==> src/rtl/multi_stack_shared_pool_assert.svh <==
// Assertion macros shared by the multi-stack pool RTL
`ifndef MULTI_STACK_SHARED_POOL_ASSERT_SVH
`define MULTI_STACK_SHARED_POOL_ASSERT_SVH

// same-cycle implication, checked outside reset
`define MSP_ASSERT_IMPL(lbl, ante, cons, msg) \
  lbl: assert property (@(posedge clk_i) disable iff (!rst_ni) (ante) |-> (cons)) \
    else $error(msg);

// next-cycle implication, checked outside reset
`define MSP_ASSERT_NEXT(lbl, ante, cons, msg) \
  lbl: assert property (@(posedge clk_i) disable iff (!rst_ni) (ante) |=> (cons)) \
    else $error(msg);

`endif

==> src/rtl/msp_pkg.sv <==
// Types and constants for the multi-stack shared pool
package msp_pkg;

  localparam int DATA_W     = 32;
  localparam int MODE_W     = 2;
  localparam int STACK_ID_W = 2;
  localparam int STATUS_W   = 2;
  localparam int NUM_IDS    = 2 ** STACK_ID_W;

  localparam logic [DATA_W-1:0] ALL_ONES = '1;

  typedef enum logic [MODE_W-1:0] {
    MODE_PUSH = 2'd0,
    MODE_POP  = 2'd1,
    MODE_TOP  = 2'd2
  } msp_mode_e;

  typedef enum logic [STATUS_W-1:0] {
    ST_OK        = 2'd0,
    ST_OVERFLOW  = 2'd1,
    ST_UNDERFLOW = 2'd2
  } msp_status_e;

  typedef enum logic {
    S_IDLE = 1'b0,
    S_EXEC = 1'b1
  } msp_state_e;

  typedef struct packed {
    logic load;    // word taken: capture it and start the store reads
    logic commit;  // read data ready and output slot free: write back
  } msp_cmd_t;

endpackage

==> src/rtl/msp_ctrl.sv <==
// Sequencer for the multi-stack pool: input handshake, write-back timing, output valid
module msp_ctrl (
  input  logic             clk_i,
  input  logic             rst_ni,
  input  logic             in_valid_i,
  output logic             in_stall_o,
  output logic             out_valid_o,
  input  logic             out_stall_i,
  output msp_pkg::msp_cmd_t cmd_o
);
  import msp_pkg::*;

  msp_state_e state_q, state_d;
  logic       out_valid_q, out_valid_d;
  logic       out_free;

  assign out_free = !out_valid_q || !out_stall_i;

  always_ff @(posedge clk_i or negedge rst_ni) begin
    if (!rst_ni) begin
      state_q     <= S_IDLE;
      out_valid_q <= 1'b0;
    end else begin
      state_q     <= state_d;
      out_valid_q <= out_valid_d;
    end
  end

  always_comb begin
    state_d    = state_q;
    cmd_o      = '0;
    in_stall_o = 1'b1;
    unique case (state_q)
      S_IDLE: begin
        in_stall_o = 1'b0;
        if (in_valid_i) begin
          cmd_o.load = 1'b1;
          state_d    = S_EXEC;
        end
      end
      S_EXEC: begin
        if (out_free) begin
          cmd_o.commit = 1'b1;
          state_d      = S_IDLE;
        end
      end
      default: state_d = S_IDLE;
    endcase
    out_valid_d = cmd_o.commit || (out_valid_q && out_stall_i);
  end

  assign out_valid_o = out_valid_q;

endmodule

==> src/rtl/msp_dpath.sv <==
// Datapath: value and link stores, stack heads, free list head and result registers
module msp_dpath #(
  parameter int POOL_ENTRIES = 64,
  parameter int STACK_COUNT  = 4
) (
  input  logic                                clk_i,
  input  logic                                rst_ni,
  input  msp_pkg::msp_cmd_t                   cmd_i,
  input  logic [msp_pkg::MODE_W-1:0]          mode_i,
  input  logic [msp_pkg::STACK_ID_W-1:0]      stack_id_i,
  input  logic signed [msp_pkg::DATA_W-1:0]   push_value_i,
  output logic [msp_pkg::STATUS_W-1:0]        status_o,
  output logic signed [msp_pkg::DATA_W-1:0]   top_value_o,
  output logic                                pool_full_o,
  output logic                                stack_empty_o
);
  import msp_pkg::*;

  localparam int AW = $clog2(POOL_ENTRIES);
  localparam int LW = $clog2(POOL_ENTRIES + 1);
  localparam logic [LW-1:0] NULL_LINK = LW'(POOL_ENTRIES);

  // stores, no reset: links at or above the fill mark read as "next entry"
  logic [LW-1:0]     link_mem  [POOL_ENTRIES];
  logic [DATA_W-1:0] value_mem [POOL_ENTRIES];

  logic [LW-1:0]     heads_q [NUM_IDS];
  logic [LW-1:0]     free_head_q, free_head_d;
  logic [LW-1:0]     fill_q, fill_d;

  logic [MODE_W-1:0]     mode_q;
  logic [STACK_ID_W-1:0] sid_q;
  logic                  sid_ok_q;
  logic [DATA_W-1:0]     val_q;
  logic [LW-1:0]         laddr_q;
  logic [LW-1:0]         link_rdata_q;
  logic [DATA_W-1:0]     value_rdata_q;

  logic [STATUS_W-1:0]   status_q;
  logic [DATA_W-1:0]     top_q;
  logic                  pool_full_q, stack_empty_q;

  // read side, at the accept edge
  logic [LW-1:0] head_in, laddr_in;
  logic [AW-1:0] link_ra, value_ra;

  function automatic logic [AW-1:0] clamp_addr(input logic [LW-1:0] a);
    return (a < NULL_LINK) ? a[AW-1:0] : '0;
  endfunction

  assign head_in  = heads_q[stack_id_i];
  assign laddr_in = (mode_i == MODE_PUSH) ? free_head_q : head_in;
  assign link_ra  = clamp_addr(laddr_in);
  assign value_ra = clamp_addr(head_in);

  // write-back side
  logic [LW-1:0]     head, head_after, hd, link_next, wa, link_wd;
  logic              head_null, free_null, hw, link_we, value_we;
  logic [DATA_W-1:0] value_wd, top_d;
  msp_status_e       status_d;

  assign head      = heads_q[sid_q];
  assign head_null = head >= NULL_LINK;
  assign free_null = free_head_q >= NULL_LINK;
  assign link_next = (laddr_q >= fill_q) ? laddr_q + 1'b1 : link_rdata_q;

  always_comb begin
    status_d    = ST_OK;
    top_d       = '0;
    free_head_d = free_head_q;
    fill_d      = fill_q;
    hw          = 1'b0;
    hd          = head;
    link_we     = 1'b0;
    value_we    = 1'b0;
    wa          = head;
    link_wd     = free_head_q;
    value_wd    = ALL_ONES;
    unique case (mode_q)
      MODE_PUSH: begin
        if (!sid_ok_q || free_null) begin
          status_d = ST_OVERFLOW;
        end else begin
          free_head_d = link_next;
          hw          = 1'b1;
          hd          = free_head_q;
          wa          = free_head_q;
          link_wd     = head;
          value_wd    = val_q;
          link_we     = 1'b1;
          value_we    = 1'b1;
          if (free_head_q == fill_q) fill_d = fill_q + 1'b1;
        end
      end
      MODE_POP: begin
        if (head_null) begin
          status_d = ST_UNDERFLOW;
        end else begin
          hw          = 1'b1;
          hd          = link_next;
          free_head_d = head;
          link_we     = 1'b1;
          value_we    = 1'b1;
        end
      end
      MODE_TOP: begin
        if (head_null) begin
          status_d = ST_UNDERFLOW;
          top_d    = ALL_ONES;
        end else begin
          top_d = value_rdata_q;
        end
      end
      default: ;  // unused mode: no change, flags only
    endcase
  end

  assign head_after = hw ? hd : head;

  always_ff @(posedge clk_i or negedge rst_ni) begin
    if (!rst_ni) begin
      for (int i = 0; i < NUM_IDS; i++) heads_q[i] <= NULL_LINK;
      free_head_q <= '0;
      fill_q      <= '0;
    end else if (cmd_i.commit) begin
      if (hw) heads_q[sid_q] <= hd;
      free_head_q <= free_head_d;
      fill_q      <= fill_d;
    end
  end

  always_ff @(posedge clk_i) begin
    if (cmd_i.load) begin
      mode_q        <= mode_i;
      sid_q         <= stack_id_i;
      sid_ok_q      <= int'(stack_id_i) < STACK_COUNT;
      val_q         <= push_value_i;
      laddr_q       <= laddr_in;
    end
    if (cmd_i.commit) begin
      status_q      <= status_d;
      top_q         <= top_d;
      pool_full_q   <= free_head_d >= NULL_LINK;
      stack_empty_q <= !sid_ok_q || (head_after >= NULL_LINK);
    end
  end

  always_ff @(posedge clk_i) begin
    if (cmd_i.load) link_rdata_q <= link_mem[link_ra];
    if (cmd_i.commit && link_we) link_mem[wa[AW-1:0]] <= link_wd;
  end

  always_ff @(posedge clk_i) begin
    if (cmd_i.load) value_rdata_q <= value_mem[value_ra];
    if (cmd_i.commit && value_we) value_mem[wa[AW-1:0]] <= value_wd;
  end

  assign status_o      = status_q;
  assign top_value_o   = top_q;
  assign pool_full_o   = pool_full_q;
  assign stack_empty_o = stack_empty_q;

endmodule

==> src/rtl/multi_stack_shared_pool.sv <==
// The result is registered at write-back, in the execute state after the word is taken.
// No new word is taken before that write-back, which waits while the output is stalled;
// the execute state waits on the single synchronous read port of each store.
// Reset: stack heads null, free head at entry zero, fill mark zero; stores get no
// clearing pass, links at or above the fill mark read as the in-order free chain.
// Ready for a word once reset is released: the sequencer leaves reset in its idle state.
module multi_stack_shared_pool #(
  parameter int POOL_ENTRIES = 64,
  parameter int STACK_COUNT  = 4
) (
  input  logic                              clk_i,
  input  logic                              rst_ni,
  input  logic                              in_valid_i,
  output logic                              in_stall_o,
  input  logic [msp_pkg::MODE_W-1:0]        mode_i,
  input  logic [msp_pkg::STACK_ID_W-1:0]    stack_id_i,
  input  logic signed [msp_pkg::DATA_W-1:0] push_value_i,
  output logic                              out_valid_o,
  input  logic                              out_stall_i,
  output logic [msp_pkg::STATUS_W-1:0]      status_o,
  output logic signed [msp_pkg::DATA_W-1:0] top_value_o,
  output logic                              pool_full_o,
  output logic                              stack_empty_o
);
  import msp_pkg::*;

  msp_cmd_t cmd;

  msp_ctrl u_ctrl (
    .clk_i       (clk_i),
    .rst_ni      (rst_ni),
    .in_valid_i  (in_valid_i),
    .in_stall_o  (in_stall_o),
    .out_valid_o (out_valid_o),
    .out_stall_i (out_stall_i),
    .cmd_o       (cmd)
  );

  msp_dpath #(
    .POOL_ENTRIES (POOL_ENTRIES),
    .STACK_COUNT  (STACK_COUNT)
  ) u_dpath (
    .clk_i         (clk_i),
    .rst_ni        (rst_ni),
    .cmd_i         (cmd),
    .mode_i        (mode_i),
    .stack_id_i    (stack_id_i),
    .push_value_i  (push_value_i),
    .status_o      (status_o),
    .top_value_o   (top_value_o),
    .pool_full_o   (pool_full_o),
    .stack_empty_o (stack_empty_o)
  );

`include "multi_stack_shared_pool_assert.svh"

  // a taken word holds off the next one until write-back
  `MSP_ASSERT_NEXT(a_busy_after_accept, in_valid_i && !in_stall_o, in_stall_o, "accepted while busy")
  // write-back always presents a result
  `MSP_ASSERT_NEXT(a_commit_shows_result, cmd.commit, out_valid_o, "write-back lost its result")
  // underflow leaves the addressed stack empty
  `MSP_ASSERT_IMPL(a_underflow_empty, out_valid_o && (status_o == ST_UNDERFLOW), stack_empty_o, "underflow on non-empty stack")

endmodule
==> config.mk <==
export PLATFORM = sky130hd
export DESIGN_NAME = multi_stack_shared_pool
export DESIGN_NICKNAME = d
export VERILOG_FILES = /design/src/rtl/msp_pkg.sv /design/src/rtl/msp_ctrl.sv /design/src/rtl/msp_dpath.sv /design/src/rtl/multi_stack_shared_pool.sv
export VERILOG_INCLUDE_DIRS = /design/src /design/src/rtl
export SDC_FILE = /design/constraint.sdc
export NUM_CORES = 2
export LEC_CHECK = 0
export BUFFER_PORTS_ARGS = -buffer_cell sky130_fd_sc_hd__buf_4
export CAP_MARGIN = 5
export CORE_MARGIN = 5
export CORE_UTILIZATION = 37
export CTS_CLUSTER_SIZE = 16
export DETAILED_ROUTE_END_ITERATION = 8
export HOLD_SLACK_MARGIN = 0.06
export PLACE_DENSITY = 0.63
export SYNTH_ARGS = -nofsm -noshare
export SYNTH_HDL_FRONTEND = slang
export SYNTH_SLANG_ARGS = --single-unit
==> constraint.sdc <==
create_clock -name clk_i -period 9.8 [get_ports clk_i]
set_input_delay 1.96 -clock clk_i [delete_from_list [all_inputs] [get_ports clk_i]]
set_output_delay 1.96 -clock clk_i [all_outputs]
set_load 0.02 [all_outputs]
==> impl_metrics.env <==
export IMPL_dpl_instance_area_um2=108000
export IMPL_ir_worst_vdd_mv=0.308
export IMPL_drt_iter0_drc=9044
export IMPL_ctsResizeCount=0
export IMPL_cts_setup_buffers=0
export IMPL_async_reset_ff_frac=0.0166
export IMPL_worst_ep_required_time_ns=10.47
export IMPL_ys_top_cells_by_area="edfxtp_1, nand2_1, o221ai_1"
export IMPL_cts_tree="done"
export IMPL_status="complete, no violations"
export IMPL_leakagePower_nw=36.1
export IMPL_cp_start_kind="input pin"
export IMPL_cts_sinks=2658
export IMPL_grt_pass1_wl_um=436000
export IMPL_cts_buffer_depth=4
export IMPL_synth_area_leader_cell="edfxtp_1"
export IMPL_yosysSeqAreaShare=0.775
export IMPL_maxCapViolCount=0
export IMPL_synth_edf_count=2614
export IMPL_ys_ff_latch=2658
export IMPL_worstPathArrival_ns=6.76
export IMPL_drt_wirelength_per_cell_um=28.8
export IMPL_grt_pass1_vias=60400
export IMPL_holdCritPathClass="reg2reg"
export IMPL_crit_start="stack_id_i[1]"
export IMPL_first_pass_iters=6
export IMPL_path_class="in2reg"
export IMPL_numCtsBuffers=248
export IMPL_synth_ff_type="edfxtp_1"
export IMPL_finalSetupViolations=0
export IMPL_worst_slew_pin_slew_ns=1.36
export IMPL_min_delay_start="u_dpath.fill_q[6]"
export IMPL_avgSynthCellArea_um2=15.4
export IMPL_relSlewSlack=0.0909
export IMPL_clk_pin_slew_ns=0.06
export IMPL_syn_inst=6659
export IMPL_synth_top_area_frac=0.764
export IMPL_yosysWarnings=0
export IMPL_htree_levels=4
export IMPL_max_freq_mhz=164
export IMPL_fillCellCount=24300
export IMPL_synth_area_um2=103000
export IMPL_antenna_found_initial=8
export IMPL_r2r_start="u_dpath.sid_q[0]"
export IMPL_holdBufCountCts=0
export IMPL_report_final_slew_viol_count=0
export IMPL_die_area_um2=288000
export IMPL_die_y_um=537
export IMPL_grtUsageTotal=0.205
export IMPL_endpoint_kind="register"
export IMPL_port_buffers=77
export IMPL_final_common_cell="edfxtp_1"
export IMPL_hpwl_um=164000
export IMPL_layout_common_cells="edfxtp_1, nand2_1, o221ai_1"
export IMPL_syn_nets=6712
export IMPL_via_per_inst=5.94
export IMPL_vias=63000
export IMPL_rsz0062_at_grt="no"
export IMPL_start_util=0.371
export IMPL_crit_fanout=41
export IMPL_finalWorstSetupSlack_ns=3.70
export IMPL_gp_congestion=0.871
export IMPL_finalHoldViolCount=0
export IMPL_finClkSkew_ns=0.0916
export IMPL_row_count=193
export IMPL_finalWirelength_um=305000
export IMPL_finalSetupTns_ns=0
export IMPL_finalInstanceArea_um2=116000
export IMPL_grt_max_degree=143
export IMPL_drc=0
export IMPL_post_route_period_util=0.622
export IMPL_fin_crit_ns=6.10
export IMPL_coreArea_um2=276000
export IMPL_power_density_nw_per_um2=298
export IMPL_die_x_um=537
export IMPL_pre_cts_slack_ns=3.01
export IMPL_worstSkewPairLatency_ns=0.94
export IMPL_postRouteAntennaNets=0
export IMPL_io_pins=78
export IMPL_clk_root_buffer_cell="clkbuf_16"
export IMPL_drive_gt1_frac=0.123
export IMPL_synth_distinct_cells=81
export IMPL_area_delta_synth_final_pct=13.0
export IMPL_overflow=0
export IMPL_layout_nets=6756
critical path, stage by stage:
cell	delay [ns]
buf_4	0.27
mux2_4	0.37
a32oi_4	0.21
buf_4	0.42
and2_2	0.82
nand2_1	0.50
buf_4	0.38
o311ai_0	0.80
a21oi_1	0.21
a2111oi_0	0.40
nor4bb_1	0.37
per-layer routing:
| layer | vias up | global-route usage | share of wire |
|---|---|---|---|
| met4 | 2 | 0.0641 | 0.032 |
| met1 | 32200 | 0.285 | 0.39 |
| met2 | 3826 | 0.324 | 0.46 |
| met3 | 564 | 0.0426 | 0.11 |
| li1 | 26400 | - | - |
| met5 | - | 0 | 0.000043 |
cell type report:
type | count | area [um2] | share of cell area
clock inverters | 157 | 1660 | 0.0143
flip-flops and latches | 2658 | 79600 | 0.686
clock buffers | 292 | 6420 | 0.0554
repair buffers | 251 | 1980 | 0.0171
inverters | 16 | 60.1 | 0.000518
multi-input cells | 3528 | 21700 | 0.187
well taps | 3705 | 4640 | 0.0399
diodes | 3 | 7.51 | 0.0000647
flip-flops by register name (all words and copies together), names as in the netlist, 7 cells and up, named ones only:
signal / count
u_dpath.val_q: 32
u_dpath.top_value_o: 32
u_dpath.fill_q: 7
u_dpath.value_rdata_q: 32
u_dpath.value_mem: 2048
u_dpath.laddr_q: 7
u_dpath.heads_q: 28
u_dpath.link_rdata_q: 7
u_dpath.link_mem: 448
where the power goes:
| part | switching [mW] | internal, mW | total, mW |
|---|---|---|---|
| Sequential | 0.390 | 13.6 | 14.0 |
| Clock | 4.18 | 5.53 | 9.71 |
| Combinational | 7.99 | 2.88 | 10.9 |
per-stage QoR:
step / instances / utilization / hold slack (ns) / power (mW)
finish: 10600 / 0.420 / 0.513 / 34.6
global route: 10600 / 0.420 / 0.564 / 35.8
CTS: 10600 / 0.420 / 0.510 / 34.5
detailed placement: 10200 / 0.390 / 0.494 / 24.9
global placement: 10200 / 0.390 / 0.481 / 24.7
floorplan: 6659 / - / 0.434 / 20.6
path summary, 6_finish.rpt:
kind	slack [ns]	to	depth (start not counted)
hold / removal	0.51	u_dpath.fill_q[6]	2
max in group asynchronous	8.24	u_dpath.free_head_q[6]	1
setup reg to reg	4.46	u_dpath.value_mem[5][13]	8
setup / recovery	3.70	u_dpath.link_rdata_q[5]	11
min in group asynchronous	1.10	asynchronous set/reset pin	1
hold reg to reg	0.51	u_dpath.fill_q[6]	2
kinds of logic (layout without fill, tap and decap cells):
kind of cell / count (synthesis) / after routing / synth area share
AND/OR/NAND/NOR: 1907 / 1907 / 0.0807
XOR/XNOR: 16 / 16 / 0.00136
buffers and inverters: 473 / 716 / 0.0209
adder cells (fa/ha/maj): 13 / 13 / 0.00158
multiplexers: 173 / 173 / 0.0232
other: 0 / 3 / 0
AO/OA/AOI/OAI: 1419 / 1419 / 0.0971
flip-flops: 2658 / 2658 / 0.775
Yosys cell counts (13+ instances only):
cell type	n
nand2_1	1150
a21oi_1	235
a2111oi_0	20
and3_1	100
a211oi_1	103
a31oi_1	224
a22oi_1	26
o31ai_1	24
mux4_2	49
inv_1	16
nor2b_1	21
buf_6	20
nor4_1	44
xnor2_1	14
a31o_2	23
o21ai_0	53
nand4_1	44
buf_2	122
o21a_1	35
buf_4	14
o211ai_1	17
dfrtp_1	40
o221ai_1	276
ha_1	13
nor2_1	202
nand3_1	245
edfxtp_1	2614
buf_1	58
or3_1	38
a32oi_1	54
clkbuf_1	241
o22ai_1	240
mux2_2	27
mux2i_1	95
a211o_1	13
No activity file was read; power rests on OpenSTA's default activity.
